### config.mk
export PLATFORM = sky130hd
export DESIGN_NAME = alarm_match_and_chime_controller_flat
export DESIGN_NICKNAME = d
export VERILOG_FILES = /design/src/amc_pkg.sv /design/src/amc_if.sv /design/src/amc_cfg_regs.sv /design/src/amc_engine.sv /design/src/alarm_match_and_chime_controller.sv /design/src/flat_wrapper.sv
export SDC_FILE = /design/constraint.sdc
export NUM_CORES = 1
export LEC_CHECK = 0
export BUFFER_PORTS_ARGS = -buffer_cell sky130_fd_sc_hd__buf_2
export CAP_MARGIN = 20
export CORE_MARGIN = 5
export CORE_UTILIZATION = 45
export CTS_CLUSTER_DIAMETER = 40
export DETAILED_ROUTE_END_ITERATION = 6
export PLACE_DENSITY_LB_ADDON = 0.05
export REMOVE_ABC_BUFFERS = 1
export SYNTH_ARGS = -nofsm -noshare
export SYNTH_HDL_FRONTEND = slang
export SYNTH_HIERARCHICAL = 1
export SYNTH_SLANG_ARGS = --single-unit
### constraint.sdc
create_clock -name clk -period 3.1 [get_ports clk]
set_input_delay 0.465 -clock clk [delete_from_list [all_inputs] [get_ports clk]]
set_output_delay 0.465 -clock clk [all_outputs]
set_load 0.1 [all_outputs]
### src/amc_pkg.sv
// Shared types and constants for the alarm match and chime controller.
// No dependencies; every other file in src imports this package.
package amc_pkg;

  localparam int ALARM_SLOTS = 4;
  localparam int SLOT_W      = (ALARM_SLOTS > 1) ? $clog2(ALARM_SLOTS) : 1;

  localparam int OP_W     = 2;
  localparam int HOUR_W   = 5;
  localparam int MINUTE_W = 6;
  localparam int DAY_W    = 5;
  localparam int ALARM_W  = 2;
  localparam int CFG_IDX_W  = 2;
  localparam int CFG_DATA_W = 24;

  localparam int ENABLE_W  = 4;
  localparam int HOURS_W   = 20;
  localparam int MINUTES_W = 24;

  // Operation codes carried by an input item.
  localparam logic [OP_W-1:0] OP_TICK    = 2'd0;
  localparam logic [OP_W-1:0] OP_DISMISS = 2'd1;
  localparam logic [OP_W-1:0] OP_CHIME   = 2'd2;

  // Configuration register indexes.
  localparam logic [CFG_IDX_W-1:0] REG_ENABLE_MASK = 2'd0;
  localparam logic [CFG_IDX_W-1:0] REG_HOURS       = 2'd1;
  localparam logic [CFG_IDX_W-1:0] REG_MINUTES     = 2'd2;
  localparam logic [CFG_IDX_W-1:0] REG_CHIME_EN    = 2'd3;

  typedef struct packed {
    logic [ENABLE_W-1:0]  enable_mask;
    logic [HOURS_W-1:0]   hours;
    logic [MINUTES_W-1:0] minutes;
    logic                 chime_enable;
  } cfg_t;

  typedef struct packed {
    logic [OP_W-1:0]     operation;
    logic [HOUR_W-1:0]   current_hour;
    logic [MINUTE_W-1:0] current_minute;
    logic [DAY_W-1:0]    current_day;
    logic                night_mode;
  } item_t;

  typedef struct packed {
    logic               served_source;
    logic [ALARM_W-1:0] served_alarm;
    logic               start_pattern;
    logic               beeper_on;
    logic               any_alarm_beeping;
  } result_t;

endpackage

### src/amc_if.sv
// Handshake channel interfaces: input items, result items and config writes.
// Depends on amc_pkg for field widths.
interface amc_item_if;
  import amc_pkg::*;
  logic                valid;
  logic                ready;
  logic [OP_W-1:0]     operation;
  logic [HOUR_W-1:0]   current_hour;
  logic [MINUTE_W-1:0] current_minute;
  logic [DAY_W-1:0]    current_day;
  logic                night_mode;
  modport source (output valid, operation, current_hour, current_minute, current_day,
                  night_mode, input ready);
  modport sink   (input valid, operation, current_hour, current_minute, current_day,
                  night_mode, output ready);
endinterface

interface amc_result_if;
  import amc_pkg::*;
  logic               valid;
  logic               ready;
  logic               served_source;
  logic [ALARM_W-1:0] served_alarm;
  logic               start_pattern;
  logic               beeper_on;
  logic               any_alarm_beeping;
  modport source (output valid, served_source, served_alarm, start_pattern, beeper_on,
                  any_alarm_beeping, input ready);
  modport sink   (input valid, served_source, served_alarm, start_pattern, beeper_on,
                  any_alarm_beeping, output ready);
endinterface

interface amc_cfg_if;
  import amc_pkg::*;
  logic                  valid;
  logic                  ready;
  logic [CFG_IDX_W-1:0]  index;
  logic [CFG_DATA_W-1:0] data;
  modport source (output valid, index, data, input ready);
  modport sink   (input valid, index, data, output ready);
endinterface

### src/amc_cfg_regs.sv
// Configuration register file: enable mask, alarm times and chime enable.
// Depends on amc_pkg and amc_cfg_if.
module amc_cfg_regs (
  input  logic          clk,
  input  logic          rst,
  amc_cfg_if.sink       cfg,
  output amc_pkg::cfg_t regs
);
  import amc_pkg::*;

  assign cfg.ready = 1'b1;

  always_ff @(posedge clk) begin
    if (rst) begin
      regs <= '0;
    end else if (cfg.valid) begin
      case (cfg.index)
        REG_ENABLE_MASK: regs.enable_mask  <= cfg.data[ENABLE_W-1:0];
        REG_HOURS:       regs.hours        <= cfg.data[HOURS_W-1:0];
        REG_MINUTES:     regs.minutes      <= cfg.data[MINUTES_W-1:0];
        REG_CHIME_EN:    regs.chime_enable <= cfg.data[0];
        default: begin
        end
      endcase
    end
  end

endmodule

### src/amc_engine.sv
// Alarm and chime state with the single-pass update and beeper service logic.
// Depends on amc_pkg.
module amc_engine (
  input  logic             clk,
  input  logic             rst,
  input  logic             step,
  input  amc_pkg::item_t   item,
  input  amc_pkg::cfg_t    regs,
  output amc_pkg::result_t res
);
  import amc_pkg::*;

  logic [DAY_W-1:0]       alarm_last_day [ALARM_SLOTS];
  logic [ALARM_SLOTS-1:0] alarm_sounding;
  logic [ALARM_SLOTS-1:0] alarm_dismissed;
  logic [ALARM_SLOTS-1:0] alarm_start;
  logic [HOUR_W-1:0]      chime_last_hour;
  logic                   chime_sounding;
  logic                   chime_start;
  logic                   chime_manual_request;

  logic [DAY_W-1:0]       alarm_last_day_next [ALARM_SLOTS];
  logic [ALARM_SLOTS-1:0] alarm_sounding_next;
  logic [ALARM_SLOTS-1:0] alarm_dismissed_next;
  logic [ALARM_SLOTS-1:0] alarm_start_next;
  logic [HOUR_W-1:0]      chime_last_hour_next;
  logic                   chime_sounding_next;
  logic                   chime_start_next;
  logic                   chime_manual_request_next;

  logic [ALARM_SLOTS-1:0] slot_on;

  // Slots beyond the width of the enable mask are never enabled.
  always_comb begin
    for (int i = 0; i < ALARM_SLOTS; i++) begin
      slot_on[i] = (i < ENABLE_W) ? regs.enable_mask[i] : 1'b0;
    end
  end

  always_comb begin
    logic              conflict;
    logic              found;
    logic [SLOT_W-1:0] idx;
    logic [HOUR_W-1:0]   s_hour;
    logic [MINUTE_W-1:0] s_min;

    alarm_last_day_next       = alarm_last_day;
    alarm_sounding_next       = alarm_sounding;
    alarm_dismissed_next      = alarm_dismissed;
    alarm_start_next          = alarm_start;
    chime_last_hour_next      = chime_last_hour;
    chime_sounding_next       = chime_sounding;
    chime_start_next          = chime_start;
    chime_manual_request_next = chime_manual_request;
    conflict = 1'b0;
    found    = 1'b0;
    idx      = '0;
    s_hour   = '0;
    s_min    = '0;

    case (item.operation)
      OP_TICK: begin
        // The hourly chime is held back when an enabled alarm owns the full hour; a pending manual request is not.
        for (int i = 0; i < ALARM_SLOTS; i++) begin
          s_hour = regs.hours[HOUR_W*i +: HOUR_W];
          s_min  = regs.minutes[MINUTE_W*i +: MINUTE_W];
          if (slot_on[i] && s_min == '0 && s_hour == item.current_hour) begin
            conflict = 1'b1;
          end
        end
        if (regs.chime_enable && !item.night_mode) begin
          if (chime_manual_request || (chime_last_hour != item.current_hour &&
              item.current_minute == '0 && !conflict)) begin
            chime_manual_request_next = 1'b0;
            chime_last_hour_next      = item.current_hour;
            chime_sounding_next       = 1'b1;
            chime_start_next          = 1'b1;
          end
        end
        for (int i = 0; i < ALARM_SLOTS; i++) begin
          s_hour = regs.hours[HOUR_W*i +: HOUR_W];
          s_min  = regs.minutes[MINUTE_W*i +: MINUTE_W];
          if (slot_on[i]) begin
            if (item.current_hour == s_hour && item.current_minute == s_min &&
                item.current_day != alarm_last_day[i]) begin
              alarm_last_day_next[i]  = item.current_day;
              alarm_sounding_next[i]  = 1'b1;
              alarm_dismissed_next[i] = 1'b0;
              alarm_start_next[i]     = 1'b1;
            end else if (item.current_minute != s_min) begin
              alarm_sounding_next[i] = 1'b0;
              alarm_start_next[i]    = 1'b0;
            end
          end
        end
      end
      OP_DISMISS: begin
        for (int i = 0; i < ALARM_SLOTS; i++) begin
          if (alarm_sounding[i]) begin
            alarm_dismissed_next[i] = 1'b1;
            alarm_sounding_next[i]  = 1'b0;
          end
        end
      end
      OP_CHIME: begin
        chime_manual_request_next = 1'b1;
      end
      default: begin
      end
    endcase

    // Dismissed slots never count, so silencing them below cannot change this.
    res.any_alarm_beeping = |(alarm_sounding_next & slot_on & ~alarm_dismissed_next);

    // Priority scan: dismissed slots ahead of the winner are forced silent.
    for (int i = 0; i < ALARM_SLOTS; i++) begin
      if (!found) begin
        if (!alarm_dismissed_next[i] && alarm_sounding_next[i] && slot_on[i]) begin
          found = 1'b1;
          idx   = SLOT_W'(i);
        end else if (alarm_dismissed_next[i]) begin
          alarm_sounding_next[i] = 1'b0;
        end
      end
    end

    if (found) begin
      res.served_source     = 1'b1;
      res.served_alarm      = ALARM_W'(idx);
      res.start_pattern     = alarm_start_next[idx];
      res.beeper_on         = 1'b1;
      alarm_start_next[idx] = 1'b0;
      chime_sounding_next   = 1'b0;
      chime_start_next      = 1'b0;
    end else begin
      res.served_source = 1'b0;
      res.served_alarm  = '0;
      res.start_pattern = chime_start_next;
      res.beeper_on     = chime_sounding_next;
      chime_start_next  = 1'b0;
    end
  end

  always_ff @(posedge clk) begin
    if (rst) begin
      for (int i = 0; i < ALARM_SLOTS; i++) begin
        alarm_last_day[i] <= '0;
      end
      alarm_sounding       <= '0;
      alarm_dismissed      <= '0;
      alarm_start          <= '0;
      chime_last_hour      <= '0;
      chime_sounding       <= 1'b0;
      chime_start          <= 1'b0;
      chime_manual_request <= 1'b0;
    end else if (step) begin
      alarm_last_day       <= alarm_last_day_next;
      alarm_sounding       <= alarm_sounding_next;
      alarm_dismissed      <= alarm_dismissed_next;
      alarm_start          <= alarm_start_next;
      chime_last_hour      <= chime_last_hour_next;
      chime_sounding       <= chime_sounding_next;
      chime_start          <= chime_start_next;
      chime_manual_request <= chime_manual_request_next;
    end
  end

endmodule

### src/alarm_match_and_chime_controller.sv
// Top level of the alarm match and chime controller.
// Depends on amc_pkg, the channel interfaces in amc_if, amc_cfg_regs and amc_engine.

// The controller takes one item per clock cycle while the result channel is not
// stalled and returns exactly one result item for each. An item first lands in an
// input register; from there one pass of combinational logic updates the alarm and
// chime state and forms the result, which is held in an output register until the
// consumer takes it. The input side stays ready while a finished result waits, so
// one further item can be held behind it before back-pressure reaches the item
// channel. A time tick evaluates the hourly chime first (skipped in night mode or
// when the chime is disabled, and, with no manual request pending, when an enabled
// alarm is set on that full hour), then matches every enabled alarm slot against the
// hour and minute; an alarm fires at most once per day and stops when the minute
// moves on. A dismiss item silences every sounding alarm, and a manual chime item
// leaves a request that the next chime evaluation honours. After every item the
// lowest-numbered sounding, undismissed, enabled alarm is served and silences the
// chime; failing that, the chime beeper is served. Configuration writes are accepted
// in every cycle and must only be made while no item is in flight.
module alarm_match_and_chime_controller (
  input  logic          clk,
  input  logic          rst,
  amc_item_if.sink      items,
  amc_result_if.source  results,
  amc_cfg_if.sink       cfg
);
  import amc_pkg::*;

  cfg_t    regs;
  item_t   item;
  logic    item_valid;
  result_t res;
  result_t res_q;
  logic    res_valid;
  logic    advance;

  // The held item moves on when the output register is empty or is being emptied.
  assign advance     = item_valid && (!res_valid || results.ready);
  assign items.ready = !item_valid || advance;

  always_ff @(posedge clk) begin
    if (rst) begin
      item_valid <= 1'b0;
    end else if (items.ready) begin
      item_valid <= items.valid;
    end
  end

  always_ff @(posedge clk) begin
    if (items.ready && items.valid) begin
      item.operation      <= items.operation;
      item.current_hour   <= items.current_hour;
      item.current_minute <= items.current_minute;
      item.current_day    <= items.current_day;
      item.night_mode     <= items.night_mode;
    end
  end

  amc_cfg_regs u_cfg_regs (
    .clk  (clk),
    .rst  (rst),
    .cfg  (cfg),
    .regs (regs)
  );

  // State is committed in the same cycle the result enters the output register.
  amc_engine u_engine (
    .clk  (clk),
    .rst  (rst),
    .step (advance),
    .item (item),
    .regs (regs),
    .res  (res)
  );

  always_ff @(posedge clk) begin
    if (rst) begin
      res_valid <= 1'b0;
    end else if (advance) begin
      res_valid <= 1'b1;
    end else if (results.ready) begin
      res_valid <= 1'b0;
    end
  end

  always_ff @(posedge clk) begin
    if (advance) begin
      res_q <= res;
    end
  end

  assign results.valid             = res_valid;
  assign results.served_source     = res_q.served_source;
  assign results.served_alarm      = res_q.served_alarm;
  assign results.start_pattern     = res_q.start_pattern;
  assign results.beeper_on         = res_q.beeper_on;
  assign results.any_alarm_beeping = res_q.any_alarm_beeping;

endmodule
### src/flat_wrapper.sv
// flat-port wrapper written by rule: the top's interface ports become plain ports
module alarm_match_and_chime_controller_flat import amc_pkg::*;
  (clk, rst, items_valid, items_operation, items_current_hour, items_current_minute, items_current_day, items_night_mode, items_ready, results_valid, results_served_source, results_served_alarm, results_start_pattern, results_beeper_on, results_any_alarm_beeping, results_ready, cfg_valid, cfg_index, cfg_data, cfg_ready);
  amc_item_if items_i ();
  amc_result_if results_i ();
  amc_cfg_if cfg_i ();
  input  logic clk;
  input  logic rst;
  input wire logic [$bits(items_i.valid)-1:0] items_valid;
  input wire logic [$bits(items_i.operation)-1:0] items_operation;
  input wire logic [$bits(items_i.current_hour)-1:0] items_current_hour;
  input wire logic [$bits(items_i.current_minute)-1:0] items_current_minute;
  input wire logic [$bits(items_i.current_day)-1:0] items_current_day;
  input wire logic [$bits(items_i.night_mode)-1:0] items_night_mode;
  output wire logic [$bits(items_i.ready)-1:0] items_ready;
  output wire logic [$bits(results_i.valid)-1:0] results_valid;
  output wire logic [$bits(results_i.served_source)-1:0] results_served_source;
  output wire logic [$bits(results_i.served_alarm)-1:0] results_served_alarm;
  output wire logic [$bits(results_i.start_pattern)-1:0] results_start_pattern;
  output wire logic [$bits(results_i.beeper_on)-1:0] results_beeper_on;
  output wire logic [$bits(results_i.any_alarm_beeping)-1:0] results_any_alarm_beeping;
  input wire logic [$bits(results_i.ready)-1:0] results_ready;
  input wire logic [$bits(cfg_i.valid)-1:0] cfg_valid;
  input wire logic [$bits(cfg_i.index)-1:0] cfg_index;
  input wire logic [$bits(cfg_i.data)-1:0] cfg_data;
  output wire logic [$bits(cfg_i.ready)-1:0] cfg_ready;
  assign items_i.valid = items_valid;
  assign items_i.operation = items_operation;
  assign items_i.current_hour = items_current_hour;
  assign items_i.current_minute = items_current_minute;
  assign items_i.current_day = items_current_day;
  assign items_i.night_mode = items_night_mode;
  assign items_ready = items_i.ready;
  assign results_valid = results_i.valid;
  assign results_served_source = results_i.served_source;
  assign results_served_alarm = results_i.served_alarm;
  assign results_start_pattern = results_i.start_pattern;
  assign results_beeper_on = results_i.beeper_on;
  assign results_any_alarm_beeping = results_i.any_alarm_beeping;
  assign results_i.ready = results_ready;
  assign cfg_i.valid = cfg_valid;
  assign cfg_i.index = cfg_index;
  assign cfg_i.data = cfg_data;
  assign cfg_ready = cfg_i.ready;
  alarm_match_and_chime_controller u_core (.clk(clk), .rst(rst), .items(items_i), .results(results_i), .cfg(cfg_i));
endmodule
**Yosys cells after proc, flatten, opt, wreduce, memory -nomap -nowiden**

Cells that the tools add are included.

- Register bits: 115
- Output and inout port bits: 9

- Magnitude comparators: 2
- Eq/ne operators: 28
- Muxes and demuxes: 86
- Bitwise logic cells: 5
- Reduce and logical (&&, ||, !) cells: 61

Operators with widths:

| kind | count |
|---|---|
| 2-to-1 mux 1 bit | 74 |
| equality test 5 bit | 8 |
| logical AND 1 bit | 30 |
| zero test 6 bit | 5 |
| != test 5 bit | 5 |
| equality test 6 bit | 4 |
| != test 6 bit | 4 |
| AND reduction 4 bit | 6 |
| one-hot mux 4 bit (2 select lines) | 2 |
| bitwise AND 4 bit | 3 |
| zero test 1 bit | 8 |
| 2-to-1 mux 2 bit | 4 |
| 2-to-1 mux 4 bit | 2 |
| inverter 4 bit | 2 |
| AND reduction 2 bit | 4 |
| equality test 2 bit, second input constant | 3 |
| 2-to-1 mux 5 bit | 1 |
| equality test 2 x 1 -> 1 bit, second input constant | 2 |
| zero test 2 bit | 2 |
| != test 2 bit, second input constant | 2 |
| nonzero test 2 bit | 2 |
| OR reduction 4 bit | 1 |
| logical OR 1 bit | 3 |
| less-than comparator 2 x 3 -> 1 bit, second input constant | 1 |
| 4 further kinds | 4 |

**Longest topological paths before layout**

- Depth in word-level cells: 22
- Gate-level depth with buffers: 8
- Depth with buffers taken out: 7

**By module**

The synthesis kept the hierarchy.

Modules (own cells, without submodules):

| module | instances | cells each | area each (um^2) |
|---|---|---|---|
| amc_engine | 1 | 344 | 2,844.0 |
| amc_cfg_regs | 1 | 192 | 2,049.5 |
| alarm_match_and_chime_controller | 1 | 35 | 854.6 |

**Worst setup path after synthesis**

Ideal clock, no wire load.

- Path kind: reg-to-reg
- From: register u_core/item[2] (netlist name)
- To: register u_core.res_q (netlist bit u_core/results.start_pattern) (data pin)
- Library setup time: 0.261 ns
- Arrival time: 2.057 ns
- Data required time: 2.839 ns
- Path slack: 0.782 ns
- Stages on the path, launching flop included: 9
- Path buffers: 1
- Cells stage by stage: edfxtp_1 -> buf_2 -> xor2_1 -> nor3_1 -> a211oi_1 -> o211a_1 -> or2_1 -> o311a_1 -> o311a_1

RTL lines:

| item | RTL line | text |
|---|---|---|
| end signal: assignment | alarm_match_and_chime_controller.sv:87 | `res_q <= res;` |
| end: declaration | alarm_match_and_chime_controller.sv:32 | `result_t res_q;` |

**Worst setup path in the final report**

- From: register u_core/item[4] (netlist name)
- To: register u_core.res_q (netlist bit u_core/results.beeper_on) (data pin)

- Longest elaborated chain between the ends: 12

RTL lines:

| item | RTL line | text |
|---|---|---|
| != test 5 bit | amc_engine.sv:85 | `item.current_day != alarm_last_day[i]) begin` |
| logical AND 1 bit | amc_engine.sv:84 | `if (item.current_hour == s_hour && item.current_minute == s_min &&` |
| 2-to-1 mux 1 bit | amc_engine.sv:84 |  |
| 2-to-1 mux 1 bit | amc_engine.sv:83 | `if (slot_on[i]) begin` |
| one-hot mux 4 bit (2 select lines) | amc_engine.sv:61 | `case (item.operation)` |
| zero test 1 bit | amc_engine.sv:118 | `if (!alarm_dismissed_next[i] && alarm_sounding_next[i] && slot_on[i]) begin` |
| logical AND 1 bit (2 in a row) | amc_engine.sv:118 |  |
| 2-to-1 mux 1 bit | amc_engine.sv:118 |  |
| 2-to-1 mux 1 bit (2 in a row) | amc_engine.sv:117 | `if (!found) begin` |
| 2-to-1 mux 1 bit (*) | amc_engine.sv:117 |  |

Mark *: on every way between the ends. The rest lies on a longest branch, timed or not.
A chain may end at the register's enable or synchronous reset.

==> results.sh <==
export IMPL_drt_drc_violations_left=0
export IMPL_finalWirelength_mm=13.5
export IMPL_first_global_vias=4291
export IMPL_clock_path_buffers=2
export IMPL_r2r_end="u_core/results.beeper_on"
export IMPL_cp_data_arrival_time_ns=2.92
export IMPL_grt_max_degree=116
export IMPL_synth_xor_area_share_pct=10.6
export IMPL_worst_case_register_to_register_setup_slack_ns=0.35
export IMPL_post_synth_inst_count=571
export IMPL_layout_commonest_cell="sky130_fd_sc_hd__dfxtp_1"
export IMPL_floorplan_die_area_um2=15100
export IMPL_place_congestion=0.848
export IMPL_timing_critical_path_cells="xnor2_1, nand3_1, nor3_1, nor4b_2, nor4_1, o211ai_1, nand2b_1"
export IMPL_hpwl_mm=9.57
export IMPL_number_of_hold_violations_in_the_final_report=0
export IMPL_status="finished, final reports clean"
export IMPL_fillCellCount=1151
export IMPL_syn_to_final_growth_pct=16.2
export IMPL_cp_slowest_cell="sky130_fd_sc_hd__nor4_1"
export IMPL_hold_path_cell_count=1
export IMPL_fin_setup_tns_ns=0
export IMPL_proportion_of_synthesized_chip_area_in_sequential_cells_pct=44.4
export IMPL_cts_repair_resized=0
export IMPL_diodes=0
export IMPL_power_ir_vdd_worst_mv=0.489
export IMPL_antenna_found_initial=0
export IMPL_setup_worst_path_start="u_core/item[4]"
export IMPL_cts_setup_buffers=0
export IMPL_power_density_cell_area_nw_per_um2=597
export IMPL_wire_length_of_the_first_global_routing_pass_mm=21.7
export IMPL_post_synth_top_area_fraction_pct=31.3
export IMPL_drtAntennaViolNets=0
export IMPL_timing_critical_path_slowest_cell_delay_ns=0.60
export IMPL_placement_stage_worst_setup_slack_ns=0.406
export IMPL_proportion_of_synthesized_area_in_mux_cells_pct=12.9
export IMPL_gr_total_overflow=0
export IMPL_clockRootBuffer="sky130_fd_sc_hd__clkbuf_16"
export IMPL_synth_simple_gate_area_share_pct=20.9
export IMPL_critical_path_peak_fanout=8
export IMPL_post_route_min_period_ns=2.75
export IMPL_most_frequent_cells_in_the_layout="sky130_fd_sc_hd__dfxtp_1 (90), sky130_fd_sc_hd__nand2b_1 (76), sky130_fd_sc_hd__mux2i_1 (74), sky130_fd_sc_hd__buf_2 (57), sky130_fd_sc_hd__nor2_1 (38)"
export IMPL_worst_setup_hold_path_clk_slew_ns=0.05
export IMPL_postCtsHoldBufs=0
export IMPL_placement_io_buffers=57
export IMPL_end_kind="flip-flop"
export IMPL_slew_violations=0
export IMPL_netlist_top_cell_by_area="sky130_fd_sc_hd__dfxtp_1"
export IMPL_worstHoldPathType="input pin to flip-flop"
export IMPL_r2r_worst_path_cells=7
export IMPL_min_period_over_period_pct=88.8
export IMPL_pin_count=59
export IMPL_post_route_cells_drive_above_1_share_pct=16.5
export IMPL_leakagePower_nw=2.79
export IMPL_number_of_detailed_routing_iterations_run_before_antenna_repair=4
export IMPL_postSynthAreaPerCell_um2=10.1
export IMPL_synth_top_flop_cell="sky130_fd_sc_hd__dfxtp_1"
export IMPL_worst_slack_ns=0.347
export IMPL_yosys_cell_types_count=60
export IMPL_fmax_ghz=0.363
export IMPL_dpl_cell_count=766
export IMPL_synth_top_family_by_area="simple AND/OR/NAND/NOR gates"
export IMPL_die_width_um=123
export IMPL_die_h_um=123
export IMPL_timing_slew_headroom_pct=39.5
export IMPL_maxCapViolations=0
export IMPL_worst_slew_pin_transition_ns=0.908
export IMPL_clock_skew_after_layout_ns=0.00560
export IMPL_finish_cell_count_without_fillers=798
export IMPL_yosys_area_share_adder_pct=0
export IMPL_synthesis_area_um2=5750
export IMPL_yosys_warnings=6
export IMPL_rsz_0062_raised_after_global_routing="no"
export IMPL_synth_area_top_cells="sky130_fd_sc_hd__dfxtp_1 (31%), sky130_fd_sc_hd__edfxtp_1 (13%), sky130_fd_sc_hd__mux2i_1 (13%)"
export IMPL_groute_usage_overall_pct=19.0
export IMPL_r2r_start="u_core/item[4]"
export IMPL_rows=41
export IMPL_clock_latency_ns=0.41
export IMPL_total_cts_buffers=17
export IMPL_routedWlPerCell_um=16.9
export IMPL_drt_vias_per_instance=5.18
export IMPL_ys_seq_elements=115
export IMPL_core_area_um2=12600
export IMPL_share_of_synthesized_flip_flops_with_an_asynchronous_set_or_reset_pct=0
export IMPL_num_vias=4133
export IMPL_cts_tree="yes"
export IMPL_edff_count_synth=25
export IMPL_detail_route_iter0_violations=262
export IMPL_floorplan_initialDensity_pct=45.7
export IMPL_timing_critical_path_to="u_core/results.beeper_on"
export IMPL_report_final_setup_viol=0
export IMPL_required_ns=3.26
export IMPL_tritoncts_num_sinks=115
export IMPL_number_of_nets_in_the_final_layout=663
export IMPL_clock_tree_htree_level_count=4
export IMPL_cp_start_kind="flip-flop"
export IMPL_synth_compound_area_share_pct=6.23
export IMPL_critical_setup_path_kind="flip-flop to flip-flop"
-- cell families (layout without fill, tap and decap cells) --
group | Yosys count | in the layout
multiplexers | 74 | 74
buffers and inverters | 50 | 105
flip-flops | 115 | 115
XOR/XNOR | 69 | 69
AO/OA/AOI/OAI | 53 | 53
other | 1 | 1
AND/OR/NAND/NOR | 209 | 209
-- metrics by stage --
step                total power, mW  util, %  hold WS (ns)  cell area, µm²
global route                   4.14     53.2         0.198            6680
finish                         3.99     53.2         0.225            6680
floorplan                      1.83        -         0.435            5510
global placement               1.95     48.2         0.461            6060
CTS                            4.03     53.2         0.207            6680
detailed placement             1.95     48.2         0.458            6060
-- synth_stat cells, types with 2 or more instances --
| master | count |
|---|---|
| sky130_fd_sc_hd__buf_6 | 8 |
| sky130_fd_sc_hd__nor3_1 | 19 |
| sky130_fd_sc_hd__buf_2 | 16 |
| sky130_fd_sc_hd__a21oi_2 | 2 |
| sky130_fd_sc_hd__dfxtp_1 | 90 |
| sky130_fd_sc_hd__o211ai_1 | 3 |
| sky130_fd_sc_hd__nor4b_1 | 3 |
| sky130_fd_sc_hd__nand3b_1 | 4 |
| sky130_fd_sc_hd__nor4_1 | 7 |
| sky130_fd_sc_hd__xor2_1 | 31 |
| sky130_fd_sc_hd__a31oi_1 | 5 |
| sky130_fd_sc_hd__inv_1 | 11 |
| sky130_fd_sc_hd__xnor2_1 | 37 |
| sky130_fd_sc_hd__or3_1 | 2 |
| sky130_fd_sc_hd__nor2_1 | 38 |
| sky130_fd_sc_hd__o31ai_1 | 2 |
| sky130_fd_sc_hd__edfxtp_1 | 25 |
| sky130_fd_sc_hd__a21o_1 | 2 |
| sky130_fd_sc_hd__nand2_1 | 21 |
| sky130_fd_sc_hd__nand4_1 | 5 |
| sky130_fd_sc_hd__nand2b_1 | 76 |
| sky130_fd_sc_hd__a211oi_1 | 5 |
| sky130_fd_sc_hd__buf_4 | 2 |
| sky130_fd_sc_hd__a21oi_1 | 17 |
| sky130_fd_sc_hd__clkbuf_1 | 12 |
| sky130_fd_sc_hd__nand2_2 | 2 |
| sky130_fd_sc_hd__nand3_1 | 13 |
| sky130_fd_sc_hd__and3_1 | 3 |
| sky130_fd_sc_hd__o311a_1 | 2 |
| sky130_fd_sc_hd__and3b_1 | 2 |
| sky130_fd_sc_hd__mux2i_1 | 74 |
| sky130_fd_sc_hd__o21ai_0 | 4 |
-- state kept, by name, summed over array words and instances, names as in the netlist, 2 cells and up --
name                             cells
u_core/u_engine/alarm_last_day      20
u_core/item                         19
u_core/u_cfg_regs/regs              49
u_core/u_engine/alarm_start          4
u_core/u_engine/alarm_dismissed      4
u_core/results.served_alarm          2
u_core/u_engine/alarm_sounding       4
u_core/u_engine/chime_last_hour      5
-- critical path, delay by kind of cell, from the launching register on --
kind / cells / cell delay (ns)
flops: 1 / 0.53
xor+xnor: 1 / 0.23
compound gates: 1 / 0.23
simple gates: 5 / 1.51
-- final cells by class --
class	count	area (µm²)	share of cell area, %
sequential	115	2550	38.2
inverter	11	41.3	0.618
timing repair buffer	62	335	5.02
multi-input combinational	406	2910	43.6
clock buffer	20	437	6.54
tap	172	215	3.22
clock inverter	12	186	2.79
-- power breakdown --
group          switching [mW]  internal [mW]  total [mW]
registers              0.0641           1.58        1.64
clock network           0.656           1.41        2.07
logic                   0.157          0.123       0.280
-- worst min path at each step --
stage	from	to	slack [ns]
global route	items_current_minute[2]	u_core/item[8]	0.20
global placement	u_core/u_engine/alarm_start[1]	u_core/u_engine/alarm_start[1]	0.46
detailed placement	u_core/u_engine/alarm_start[1]	u_core/u_engine/alarm_start[1]	0.46
floorplan	u_core/u_engine/alarm_start[2]	u_core/u_engine/alarm_start[2]	0.44
CTS	items_current_minute[2]	u_core/item[8]	0.21
finish	items_night_mode	u_core/item[0]	0.22
-- per-layer routing --
layer  GRT usage (%)  vias up  part of all wire (%)
met5               0        -                     0
li1                -     2047                     -
met4            5.33        0                   1.1
met3            5.63       14                   4.3
met2            31.4       90                    48
met1            24.4     1982                    47
No activity file was read; power rests on OpenSTA's default activity.
